`src/rtl/rab_pkg.sv`:
```
// ----------------------------------------------------------------------------
// rab_pkg
// Shared types, widths and helpers for the rectangle alpha blit.
// ----------------------------------------------------------------------------
package rab_pkg;

	localparam int MAX_DIM    = 4096;
	localparam int CNT_W      = $clog2(MAX_DIM);
	localparam int ORG_W      = 12;
	localparam int DIM_W      = 13;
	localparam int POS_W      = ((CNT_W > ORG_W) ? CNT_W : ORG_W) + 1;
	localparam int IDX_W      = 24;
	localparam int PIX_W      = 32;
	localparam int LANE_W     = 8;
	localparam int SEL_W      = 2;
	localparam int ORDER_W    = 8;
	localparam int CFG_IDX_W  = 3;
	localparam int CFG_DATA_W = 13;
	localparam int FIFO_DEPTH = 4;
	localparam int FIFO_AW    = $clog2(FIFO_DEPTH);

	localparam logic [LANE_W-1:0]  LANE_MAX      = 8'hFF;
	localparam logic [ORDER_W-1:0] ORDER_DEFAULT = 8'd228;

	typedef enum logic [CFG_IDX_W-1:0] {
		CFG_ORIGIN_X,
		CFG_ORIGIN_Y,
		CFG_STRIDE,
		CFG_WIDTH,
		CFG_HEIGHT,
		CFG_BLEND,
		CFG_ORDER
	} rab_cfg_idx_t;

	typedef struct packed {
		logic [ORG_W-1:0]   dest_origin_x;
		logic [ORG_W-1:0]   dest_origin_y;
		logic [DIM_W-1:0]   dest_stride;
		logic [DIM_W-1:0]   rect_width;
		logic [DIM_W-1:0]   rect_height;
		logic               blend_enable;
		logic [ORDER_W-1:0] channel_order;
	} rab_cfg_t;

	// One classified item between front and back.
	typedef struct packed {
		logic [IDX_W-1:0]  index;
		logic [PIX_W-1:0]  src;
		logic [PIX_W-1:0]  word;
		logic [LANE_W-1:0] alpha;
		logic              last;
		logic              blend;
	} rab_entry_t;

	// Clamp a size register to 1..MAX_DIM.
	function automatic logic [CNT_W:0] eff_dim(input logic [DIM_W-1:0] v);
		logic [31:0] vx;
		vx = 32'(v);
		if (vx == 32'd0)
			return (CNT_W+1)'(1);
		if (vx > 32'(MAX_DIM))
			return (CNT_W+1)'(MAX_DIM);
		return (CNT_W+1)'(vx);
	endfunction

	function automatic logic [LANE_W-1:0] get_lane(input logic [PIX_W-1:0] w,
		input logic [SEL_W-1:0] sel);
		return w[sel*LANE_W +: LANE_W];
	endfunction

	function automatic logic [PIX_W-1:0] set_lane(input logic [PIX_W-1:0] w,
		input logic [SEL_W-1:0] sel, input logic [LANE_W-1:0] v);
		logic [PIX_W-1:0] r;
		r = w;
		r[sel*LANE_W +: LANE_W] = v;
		return r;
	endfunction

endpackage

```
`src/rtl/rab_if.sv`:
```
// ----------------------------------------------------------------------------
// rab_if
// Valid/ready channels of the rectangle alpha blit: pixel in, pixel out,
// configuration write.
// ----------------------------------------------------------------------------
interface rab_in_if;
	import rab_pkg::*;
	logic             valid;
	logic             ready;
	logic [PIX_W-1:0] src_pixel;
	logic [PIX_W-1:0] dst_pixel;

	modport source (output valid, output src_pixel, output dst_pixel, input ready);
	modport sink   (input valid, input src_pixel, input dst_pixel, output ready);
endinterface

interface rab_out_if;
	import rab_pkg::*;
	logic             valid;
	logic             ready;
	logic [IDX_W-1:0] dest_index;
	logic [PIX_W-1:0] pixel_out;
	logic             last_pixel;

	modport source (output valid, output dest_index, output pixel_out,
		output last_pixel, input ready);
	modport sink   (input valid, input dest_index, input pixel_out,
		input last_pixel, output ready);
endinterface

interface rab_cfg_if;
	import rab_pkg::*;
	logic                  valid;
	logic                  ready;
	logic [CFG_IDX_W-1:0]  index;
	logic [CFG_DATA_W-1:0] data;

	modport source (output valid, output index, output data, input ready);
	modport sink   (input valid, input index, input data, output ready);
endinterface

```
`src/rtl/rect_alpha_blit.sv`:
```
// ----------------------------------------------------------------------------
// rect_alpha_blit
// Rectangle blit write-back stage: raster position, destination index and
// optional source-over alpha blend of the red, green and blue lanes.
// ----------------------------------------------------------------------------
//  channel   role    payload
//  cfg       sink    index[2:0], data[12:0]  (register write, always ready)
//  pix_in    sink    src_pixel[31:0], dst_pixel[31:0]
//  pix_out   source  dest_index[23:0], pixel_out[31:0], last_pixel
//
//  One item per cycle while the queue is not full; the result passes two front stages
//  (row times stride multiply), the queue and three lane stages.
//  A four-entry queue lets the front keep taking items while the output stalls.
//  Reset clears the raster counters and loads the register defaults.
//  pix_in.ready drops only when the queue is full and the front holds an item.
// ----------------------------------------------------------------------------
module rect_alpha_blit (
	input  logic      clk,
	input  logic      arst_n,
	rab_cfg_if.sink   cfg,
	rab_in_if.sink    pix_in,
	rab_out_if.source pix_out
);
	import rab_pkg::*;

	rab_cfg_t   cfg_q;
	rab_entry_t wr_data, rd_data;
	logic       push, full, pop, empty;

	assign cfg.ready = 1'b1;

	always_ff @(posedge clk or negedge arst_n) begin
		if (!arst_n) begin
			cfg_q.dest_origin_x <= '0;
			cfg_q.dest_origin_y <= '0;
			cfg_q.dest_stride   <= DIM_W'(1);
			cfg_q.rect_width    <= DIM_W'(1);
			cfg_q.rect_height   <= DIM_W'(1);
			cfg_q.blend_enable  <= 1'b0;
			cfg_q.channel_order <= ORDER_DEFAULT;
		end else if (cfg.valid) begin
			unique case (rab_cfg_idx_t'(cfg.index))
				CFG_ORIGIN_X: cfg_q.dest_origin_x <= cfg.data[ORG_W-1:0];
				CFG_ORIGIN_Y: cfg_q.dest_origin_y <= cfg.data[ORG_W-1:0];
				CFG_STRIDE:   cfg_q.dest_stride   <= cfg.data[DIM_W-1:0];
				CFG_WIDTH:    cfg_q.rect_width    <= cfg.data[DIM_W-1:0];
				CFG_HEIGHT:   cfg_q.rect_height   <= cfg.data[DIM_W-1:0];
				CFG_BLEND:    cfg_q.blend_enable  <= cfg.data[0];
				CFG_ORDER:    cfg_q.channel_order <= cfg.data[ORDER_W-1:0];
				default: begin
				end
			endcase
		end
	end

	rab_front u_front (
		.clk    (clk),
		.arst_n (arst_n),
		.cfg_q  (cfg_q),
		.pix_in (pix_in),
		.full   (full),
		.push   (push),
		.entry  (wr_data)
	);

	rab_fifo u_fifo (
		.clk     (clk),
		.arst_n  (arst_n),
		.push    (push),
		.wr_data (wr_data),
		.full    (full),
		.pop     (pop),
		.rd_data (rd_data),
		.empty   (empty)
	);

	rab_back u_back (
		.clk     (clk),
		.arst_n  (arst_n),
		.cfg_q   (cfg_q),
		.rd_data (rd_data),
		.empty   (empty),
		.pop     (pop),
		.pix_out (pix_out)
	);

	a_no_push_full: assert property (@(posedge clk) disable iff (!arst_n)
		!(push && full))
		else $error("queue written while full");

	a_no_pop_empty: assert property (@(posedge clk) disable iff (!arst_n)
		pop |-> !empty)
		else $error("queue read while empty");

	a_stall_holds_queue: assert property (@(posedge clk) disable iff (!arst_n)
		(pix_out.valid && !pix_out.ready) |-> !pop)
		else $error("queue drained during output stall");

endmodule

```
`src/rtl/rab_front.sv`:
```
// ----------------------------------------------------------------------------
// rab_front
// Accepts pixel items, tracks the raster position, forms the destination
// index and last flag, and classifies each item as blend or copy.
// ----------------------------------------------------------------------------
module rab_front (
	input  logic                clk,
	input  logic                arst_n,
	input  rab_pkg::rab_cfg_t   cfg_q,
	rab_in_if.sink              pix_in,
	input  logic                full,
	output logic                push,
	output rab_pkg::rab_entry_t entry
);
	import rab_pkg::*;

	logic [CNT_W-1:0]         col_cnt_q, row_cnt_q;
	logic [CNT_W:0]           w_eff, h_eff, col_inc, row_inc;
	logic                     row_end, rect_end, accept, adv;

	logic                     v_s1;
	logic [POS_W-1:0]         row_s1, col_s1;
	logic                     last_s1;
	logic [PIX_W-1:0]         src_s1, dst_s1;
	logic                     blend_s1;

	logic                     v_s2;
	logic [IDX_W-1:0]         prod_s2;
	logic [POS_W-1:0]         col_s2;
	logic                     last_s2;
	logic [PIX_W-1:0]         src_s2, dst_s2;
	logic                     blend_s2;

	logic [POS_W+DIM_W-1:0]   prod_full;

	// hold the whole front while the queue cannot take the oldest item
	assign adv          = !(v_s2 && full);
	assign pix_in.ready = adv;
	assign accept       = pix_in.valid && adv;

	always_comb begin
		w_eff    = eff_dim(cfg_q.rect_width);
		h_eff    = eff_dim(cfg_q.rect_height);
		col_inc  = {1'b0, col_cnt_q} + 1'b1;
		row_inc  = {1'b0, row_cnt_q} + 1'b1;
		row_end  = col_inc >= w_eff;
		rect_end = row_end && (row_inc >= h_eff);
	end

	always_ff @(posedge clk or negedge arst_n) begin
		if (!arst_n) begin
			col_cnt_q <= '0;
			row_cnt_q <= '0;
		end else if (accept) begin
			if (row_end) begin
				col_cnt_q <= '0;
				row_cnt_q <= rect_end ? '0 : row_inc[CNT_W-1:0];
			end else begin
				col_cnt_q <= col_inc[CNT_W-1:0];
			end
		end
	end

	always_ff @(posedge clk or negedge arst_n) begin
		if (!arst_n) begin
			v_s1 <= 1'b0;
			v_s2 <= 1'b0;
		end else if (adv) begin
			v_s1 <= accept;
			v_s2 <= v_s1;
		end
	end

	assign prod_full = row_s1 * cfg_q.dest_stride;

	always_ff @(posedge clk) begin
		if (adv) begin
			row_s1   <= POS_W'(row_cnt_q) + POS_W'(cfg_q.dest_origin_y);
			col_s1   <= POS_W'(col_cnt_q) + POS_W'(cfg_q.dest_origin_x);
			last_s1  <= rect_end;
			src_s1   <= pix_in.src_pixel;
			dst_s1   <= pix_in.dst_pixel;
			blend_s1 <= cfg_q.blend_enable;

			prod_s2  <= prod_full[IDX_W-1:0];
			col_s2   <= col_s1;
			last_s2  <= last_s1;
			src_s2   <= src_s1;
			dst_s2   <= dst_s1;
			blend_s2 <= blend_s1;
		end
	end

	assign push = v_s2 && !full;

	always_comb begin
		entry.index = prod_s2 + IDX_W'(col_s2);
		entry.src   = src_s2;
		entry.word  = blend_s2 ? dst_s2 : src_s2;
		entry.alpha = get_lane(src_s2, cfg_q.channel_order[7:6]);
		entry.last  = last_s2;
		entry.blend = blend_s2;
	end

endmodule

```
`src/rtl/rab_fifo.sv`:
```
// ----------------------------------------------------------------------------
// rab_fifo
// Short register queue that decouples the front from the back.
// ----------------------------------------------------------------------------
module rab_fifo (
	input  logic                clk,
	input  logic                arst_n,
	input  logic                push,
	input  rab_pkg::rab_entry_t wr_data,
	output logic                full,
	input  logic                pop,
	output rab_pkg::rab_entry_t rd_data,
	output logic                empty
);
	import rab_pkg::*;

	rab_entry_t          mem_q [FIFO_DEPTH];
	logic [FIFO_AW-1:0]  wr_ptr_q, rd_ptr_q;
	logic [FIFO_AW:0]    count_q;

	assign full    = count_q == (FIFO_AW+1)'(FIFO_DEPTH);
	assign empty   = count_q == '0;
	assign rd_data = mem_q[rd_ptr_q];

	always_ff @(posedge clk or negedge arst_n) begin
		if (!arst_n) begin
			wr_ptr_q <= '0;
			rd_ptr_q <= '0;
			count_q  <= '0;
		end else begin
			if (push)
				wr_ptr_q <= (wr_ptr_q == FIFO_AW'(FIFO_DEPTH-1)) ? '0 : wr_ptr_q + 1'b1;
			if (pop)
				rd_ptr_q <= (rd_ptr_q == FIFO_AW'(FIFO_DEPTH-1)) ? '0 : rd_ptr_q + 1'b1;
			if (push && !pop)
				count_q <= count_q + 1'b1;
			else if (pop && !push)
				count_q <= count_q - 1'b1;
		end
	end

	always_ff @(posedge clk) begin
		if (push)
			mem_q[wr_ptr_q] <= wr_data;
	end

endmodule

```
`src/rtl/rab_back.sv`:
```
// ----------------------------------------------------------------------------
// rab_back
// Blends red, green and blue one lane per stage and presents the result
// in the output register.
// ----------------------------------------------------------------------------
module rab_back (
	input  logic                clk,
	input  logic                arst_n,
	input  rab_pkg::rab_cfg_t   cfg_q,
	input  rab_pkg::rab_entry_t rd_data,
	input  logic                empty,
	output logic                pop,
	rab_out_if.source           pix_out
);
	import rab_pkg::*;

	logic       adv;
	logic       v_s1, v_s2, v_s3;
	rab_entry_t e_s1, e_s2, e_s3;

	// (255-a)*d + a*s, divided by 255 as (x + (x >> 8) + 1) >> 8
	function automatic rab_entry_t mix_lane(input rab_entry_t t,
		input logic [SEL_W-1:0] sel);
		logic [LANE_W-1:0] d, s, na;
		logic [2*LANE_W-1:0] p0, p1, x, y;
		rab_entry_t r;
		r  = t;
		d  = get_lane(t.word, sel);
		s  = get_lane(t.src, sel);
		na = LANE_MAX - t.alpha;
		p0 = na * d;
		p1 = t.alpha * s;
		x  = p0 + p1;
		y  = x + (2*LANE_W)'(x[2*LANE_W-1:LANE_W]) + 1'b1;
		if (t.blend)
			r.word = set_lane(t.word, sel, y[2*LANE_W-1:LANE_W]);
		return r;
	endfunction

	assign adv = !v_s3 || pix_out.ready;
	assign pop = adv && !empty;

	always_ff @(posedge clk or negedge arst_n) begin
		if (!arst_n) begin
			v_s1 <= 1'b0;
			v_s2 <= 1'b0;
			v_s3 <= 1'b0;
		end else if (adv) begin
			v_s1 <= !empty;
			v_s2 <= v_s1;
			v_s3 <= v_s2;
		end
	end

	always_ff @(posedge clk) begin
		if (adv) begin
			e_s1 <= mix_lane(rd_data, cfg_q.channel_order[1:0]);
			e_s2 <= mix_lane(e_s1, cfg_q.channel_order[3:2]);
			e_s3 <= mix_lane(e_s2, cfg_q.channel_order[5:4]);
		end
	end

	assign pix_out.valid      = v_s3;
	assign pix_out.dest_index = e_s3.index;
	assign pix_out.pixel_out  = e_s3.word;
	assign pix_out.last_pixel = e_s3.last;

endmodule

```
`src/flat_wrapper.sv`:
```
// flat-port wrapper written by rule: the top's interface ports become plain ports
module rect_alpha_blit_flat import rab_pkg::*;
  (clk, arst_n, cfg_valid, cfg_index, cfg_data, cfg_ready, pix_in_valid, pix_in_src_pixel, pix_in_dst_pixel, pix_in_ready, pix_out_valid, pix_out_dest_index, pix_out_pixel_out, pix_out_last_pixel, pix_out_ready);
  rab_cfg_if cfg_i ();
  rab_in_if pix_in_i ();
  rab_out_if pix_out_i ();
  input  logic clk;
  input  logic arst_n;
  input wire logic [$bits(cfg_i.valid)-1:0] cfg_valid;
  input wire logic [$bits(cfg_i.index)-1:0] cfg_index;
  input wire logic [$bits(cfg_i.data)-1:0] cfg_data;
  output wire logic [$bits(cfg_i.ready)-1:0] cfg_ready;
  input wire logic [$bits(pix_in_i.valid)-1:0] pix_in_valid;
  input wire logic [$bits(pix_in_i.src_pixel)-1:0] pix_in_src_pixel;
  input wire logic [$bits(pix_in_i.dst_pixel)-1:0] pix_in_dst_pixel;
  output wire logic [$bits(pix_in_i.ready)-1:0] pix_in_ready;
  output wire logic [$bits(pix_out_i.valid)-1:0] pix_out_valid;
  output wire logic [$bits(pix_out_i.dest_index)-1:0] pix_out_dest_index;
  output wire logic [$bits(pix_out_i.pixel_out)-1:0] pix_out_pixel_out;
  output wire logic [$bits(pix_out_i.last_pixel)-1:0] pix_out_last_pixel;
  input wire logic [$bits(pix_out_i.ready)-1:0] pix_out_ready;
  assign cfg_i.valid = cfg_valid;
  assign cfg_i.index = cfg_index;
  assign cfg_i.data = cfg_data;
  assign cfg_ready = cfg_i.ready;
  assign pix_in_i.valid = pix_in_valid;
  assign pix_in_i.src_pixel = pix_in_src_pixel;
  assign pix_in_i.dst_pixel = pix_in_dst_pixel;
  assign pix_in_ready = pix_in_i.ready;
  assign pix_out_valid = pix_out_i.valid;
  assign pix_out_dest_index = pix_out_i.dest_index;
  assign pix_out_pixel_out = pix_out_i.pixel_out;
  assign pix_out_last_pixel = pix_out_i.last_pixel;
  assign pix_out_i.ready = pix_out_ready;
  rect_alpha_blit u_core (.clk(clk), .arst_n(arst_n), .cfg(cfg_i), .pix_in(pix_in_i), .pix_out(pix_out_i));
endmodule
```
`config.mk`:
```
export PLATFORM = sky130hd
export DESIGN_NAME = rect_alpha_blit_flat
export DESIGN_NICKNAME = d
export VERILOG_FILES = /design/src/rtl/rab_pkg.sv /design/src/rtl/rab_if.sv /design/src/rtl/rect_alpha_blit.sv /design/src/rtl/rab_front.sv /design/src/rtl/rab_fifo.sv /design/src/rtl/rab_back.sv /design/src/flat_wrapper.sv
export SDC_FILE = /design/constraint.sdc
export NUM_CORES = 2
export LEC_CHECK = 0
export ABC_AREA = 0
export BUFFER_PORTS_ARGS = -buffer_cell sky130_fd_sc_hd__buf_2
export CAP_MARGIN = 20
export CORE_MARGIN = 2
export CORE_UTILIZATION = 45
export DETAILED_ROUTE_END_ITERATION = 6
export PLACE_DENSITY = 0.65
export SLEW_MARGIN = 0
export SYNTH_ARGS = -nofsm -noshare
export SYNTH_HDL_FRONTEND = slang
export SYNTH_HIERARCHICAL = 1
export SYNTH_SLANG_ARGS = --single-unit
```
`constraint.sdc`:
```
create_clock -name clk -period 8.4 [get_ports clk]
set_clock_uncertainty 0.1 [all_clocks]
set_input_delay 1.26 -clock clk [delete_from_list [all_inputs] [get_ports clk]]
set_output_delay 1.26 -clock clk [all_outputs]
set_load 0.005 [all_outputs]
```
==> results.yml <==
global_route:
  grt.overflow.total: 0
  wire_length_of_the_first_global_routing_pass_um: 210000
  total_track_usage_pct: 20.59
  pin_count_of_the_biggest_net_entering_global_routing: 97
  initial_antenna_violation_count: 5
  grt_pass1_vias: 36525
sta:
  worst_slack_ns: -0.2015
  timing.final.crit_period_ns: 8.602
  tightestPinTransition_ns: 1.138
  max_freq_mhz: 116.3
  hold_slack_ns: 0.3169
  maxSlewViolCount: 0
  setup_tns_ns: -5.510
  final_setup_violating_endpoints: 42
  grt_setup_unrepaired: "yes"
  final.period_utilization_pct: 102.4
  remaining_max_slew_budget_at_the_tightest_pin_pct: 24.16
  hold_violations: 0
placed_design:
  dpl_worst_slack_ns: -0.3828
  dp_hpwl_um: 99700
  finalWeightedCongestion: 0.8885
  port_buffers: 143
  place_inst: 6485
logic_synthesis:
  synthesis.area_um2: 58470
  synthesis.instances: 4421
  post_synthesis_register_bit_count: 948
  synth_area_leaders: "edfxtp_1, fa_1, ha_1, mux4_2, dfrtp_1"
  syn-mean-instance-area_um2: 13.23
  fraction_of_registers_with_async_set_or_reset_after_synthesis_pct: 11.39
  synth_seq_area_share_pct: 47.77
  synth.yosys.warnings: 6
  synthDominantCellAreaShare_pct: 43.14
  synth-edff-count: 840
  synth-main-ff-cell: "edfxtp_1"
  yosys.area.top_type: "edfxtp_1"
  synth.lib_cells_used.distinct: 104
run:
  cap_viol_max_count: 0
final_layout:
  most_common_cell_after_layout_fill_and_taps_aside: "edfxtp_1"
  syn2layout_area_growth_pct: 17.21
  final_layout_size_suffix_gt1_share_pct: 24.12
  final.fill_count: 10793
  nNetsFinal: 5776
  layout_common_cells: "edfxtp_1, inv_1, fa_1"
  finish.cell_count_without_fillers: 6755
drt:
  totalWireLength_um: 136000
  drc: 0
  avgRoutedWirePerCell_um: 20.13
  starting_drt_drc_count: 2801
  vias_per_cell: 5.279
  routed-wl-met2_um: 66660
  detailroute.wirelength.met3_um: 8369
  met1_length_um: 57960
  vias: 35660
  ant_nets: 0
  count_of_tritonroute_iterations_in_the_first_routing_pass: 5
  top_layer_used: "met5"
clock_tree:
  max-clock-path-buffers: 3
  clock_insertion_delay_worst_skew_ns: 0.72
  clkSlewWorstSetupHoldPaths_ns: 0.06
  cts-hold-fix-buffers: 0
  cts_root_buf: "clkbuf_16"
  cts_made_buffers: 96
  htree_num_levels: 3
  tritoncts: "yes"
  clkSinkCount: 948
worst_setup_path:
  path_class: "register to register"
  most_frequent_cell_on_the_critical_path: "fa_1"
  crit_path_largest_cell_delay_ns: 0.57
  crit_path_end_kind: "register"
  cp_data_required_time_ns: 8.76
  critPathSlowestCell: "fa_1"
  path_max_fanout: 5
  worst-endpoint-arrival_ns: 8.96
  worst_setup_path_start_kind: "register"
floorplan:
  placementRows: 132
  starting_utilization_of_the_core_area_pct: 45.27
  dieWidth_um: 364.5
  io_pins: 145
  fp.dieArea_um2: 132800
  design.core.area_um2: 129200
  dieHeight_um: 364.5
run_status:
  violated_checks: "setup timing"
  outcome: "complete, but fails checks"
worst_hold_path:
  hold_path_class: "register to register"
## per-stage QoR
| stage | cell area (µm²) | utilization, % |
|---|---|---|
| global placement | 63190 | 48.93 |
| floorplan | 58570 | - |
| global route | 68540 | 53.07 |
| finish | 68540 | 53.07 |
| detailed placement | 63190 | 48.93 |
| CTS | 67110 | 51.96 |
## registers in the layout, indices dropped and copies added (netlist names), 3 cells and up
register                          cells
u_core/u_fifo/mem_q                 392
u_core/u_front/dst_s2                32
u_core/u_front/row_cnt_q             12
u_core/u_front/row_s1                13
u_core/u_front/src_s1                32
u_core/u_front/col_s2                13
u_core/u_back/e_s1                   98
u_core/cfg_q                         72
u_core/u_front/col_cnt_q             12
u_core/u_fifo/count_q                 3
u_core/u_front/dst_s1                32
u_core/u_back/pix_out.dest_index     24
u_core/u_back/e_s2                   98
u_core/u_front/prod_s2               24
u_core/u_back/pix_out.pixel_out      32
u_core/u_front/col_s1                13
u_core/u_front/src_s2                32
## final cells by class
type                       instances  area (µm²)  area share, %
sequential                       948       27950          40.78
multi-input combinational       2701       28540          41.64
antenna                            1       2.502       0.003651
clock inverter                    51       623.1         0.9091
inverter                         655        2475          3.611
clock buffer                     129        2599          3.792
timing repair buffer             528        4172          6.086
tap                             1742        2180          3.180
## cells in the mapped netlist (all sizes together) (7+ instances only)
master   number
nand2b       90
a21o         36
fa          412
xor2         45
a211oi       14
xnor2        93
edfxtp      840
nand4        10
and3         19
inv         653
ha          349
nor3         51
o211ai       17
o311ai       11
and2        230
mux4        143
a2111oi       9
nor4         11
dfstp         7
nor3b         8
o21ai       124
nor2b        68
a31oi        16
or2          29
mux2i        26
mux2        125
o21a         26
or3           9
a21oi        76
nand3        34
buf          51
dfrtp       101
a22o         61
nand2       314
nor2        150
clkbuf       68
## critical path, delay by kind of cell (launching register included)
kind	cells	cell delay, ns
adder cells (fa/ha/maj)	8	3.63
multiplexers	3	1.32
AO/OA/AOI/OAI	5	1.11
buffers and inverters	9	0.96
AND/OR/NAND/NOR	4	0.71
flip-flops	1	0.50
## routing by layer
metal  vias up  track usage [%]
li1      16344                -
met1     18123            28.33
met2      1015            34.60
met3       176            2.646
met4         2            5.396
met5         -                0
## repair_timing
item,4_1_cts,5_1_grt
gates cloned,2,4
setup buffers,27,58
resized for setup,115,197
endpoints found under the setup margin,68,96
pin swaps,54,162
## kinds of logic (layout without fill, tap and decap cells)
logic type / Yosys count / count (layout) / share of synthesized area (%)
other: 2 / 5 / 0.01284
flip-flops: 948 / 948 / 47.77
AO/OA/AOI/OAI: 450 / 450 / 5.429
multiplexers: 294 / 294 / 8.360
XOR/XNOR: 140 / 140 / 2.195
buffers and inverters: 774 / 1363 / 5.358
AND/OR/NAND/NOR: 1047 / 1047 / 9.210
adder cells (fa/ha/maj): 766 / 766 / 21.66
## path summary, 6_finish.rpt
check | start | end | slack (ns) | cells after the start
max in group asynchronous | arst_n | u_core/cfg_q[3] | 6.35 | 2
min | u_core/u_back/e_s2[96] | u_core/u_back/pix_out.dest_index[22] | 0.32 | 0
min in group asynchronous | arst_n | u_core/cfg_q[55] | 0.53 | 1
max | u_core/u_fifo/rd_ptr_q[0] | u_core/u_back/e_s1[13] | -0.20 | 29
min reg2reg | u_core/u_back/e_s2[96] | u_core/u_back/pix_out.dest_index[22] | 0.32 | 0
max reg2reg | u_core/u_fifo/rd_ptr_q[0] | u_core/u_back/e_s1[13] | -0.20 | 29
Power is not shown: default switching activity piles up to over one toggle a cycle in this logic, so the estimate is an artifact.
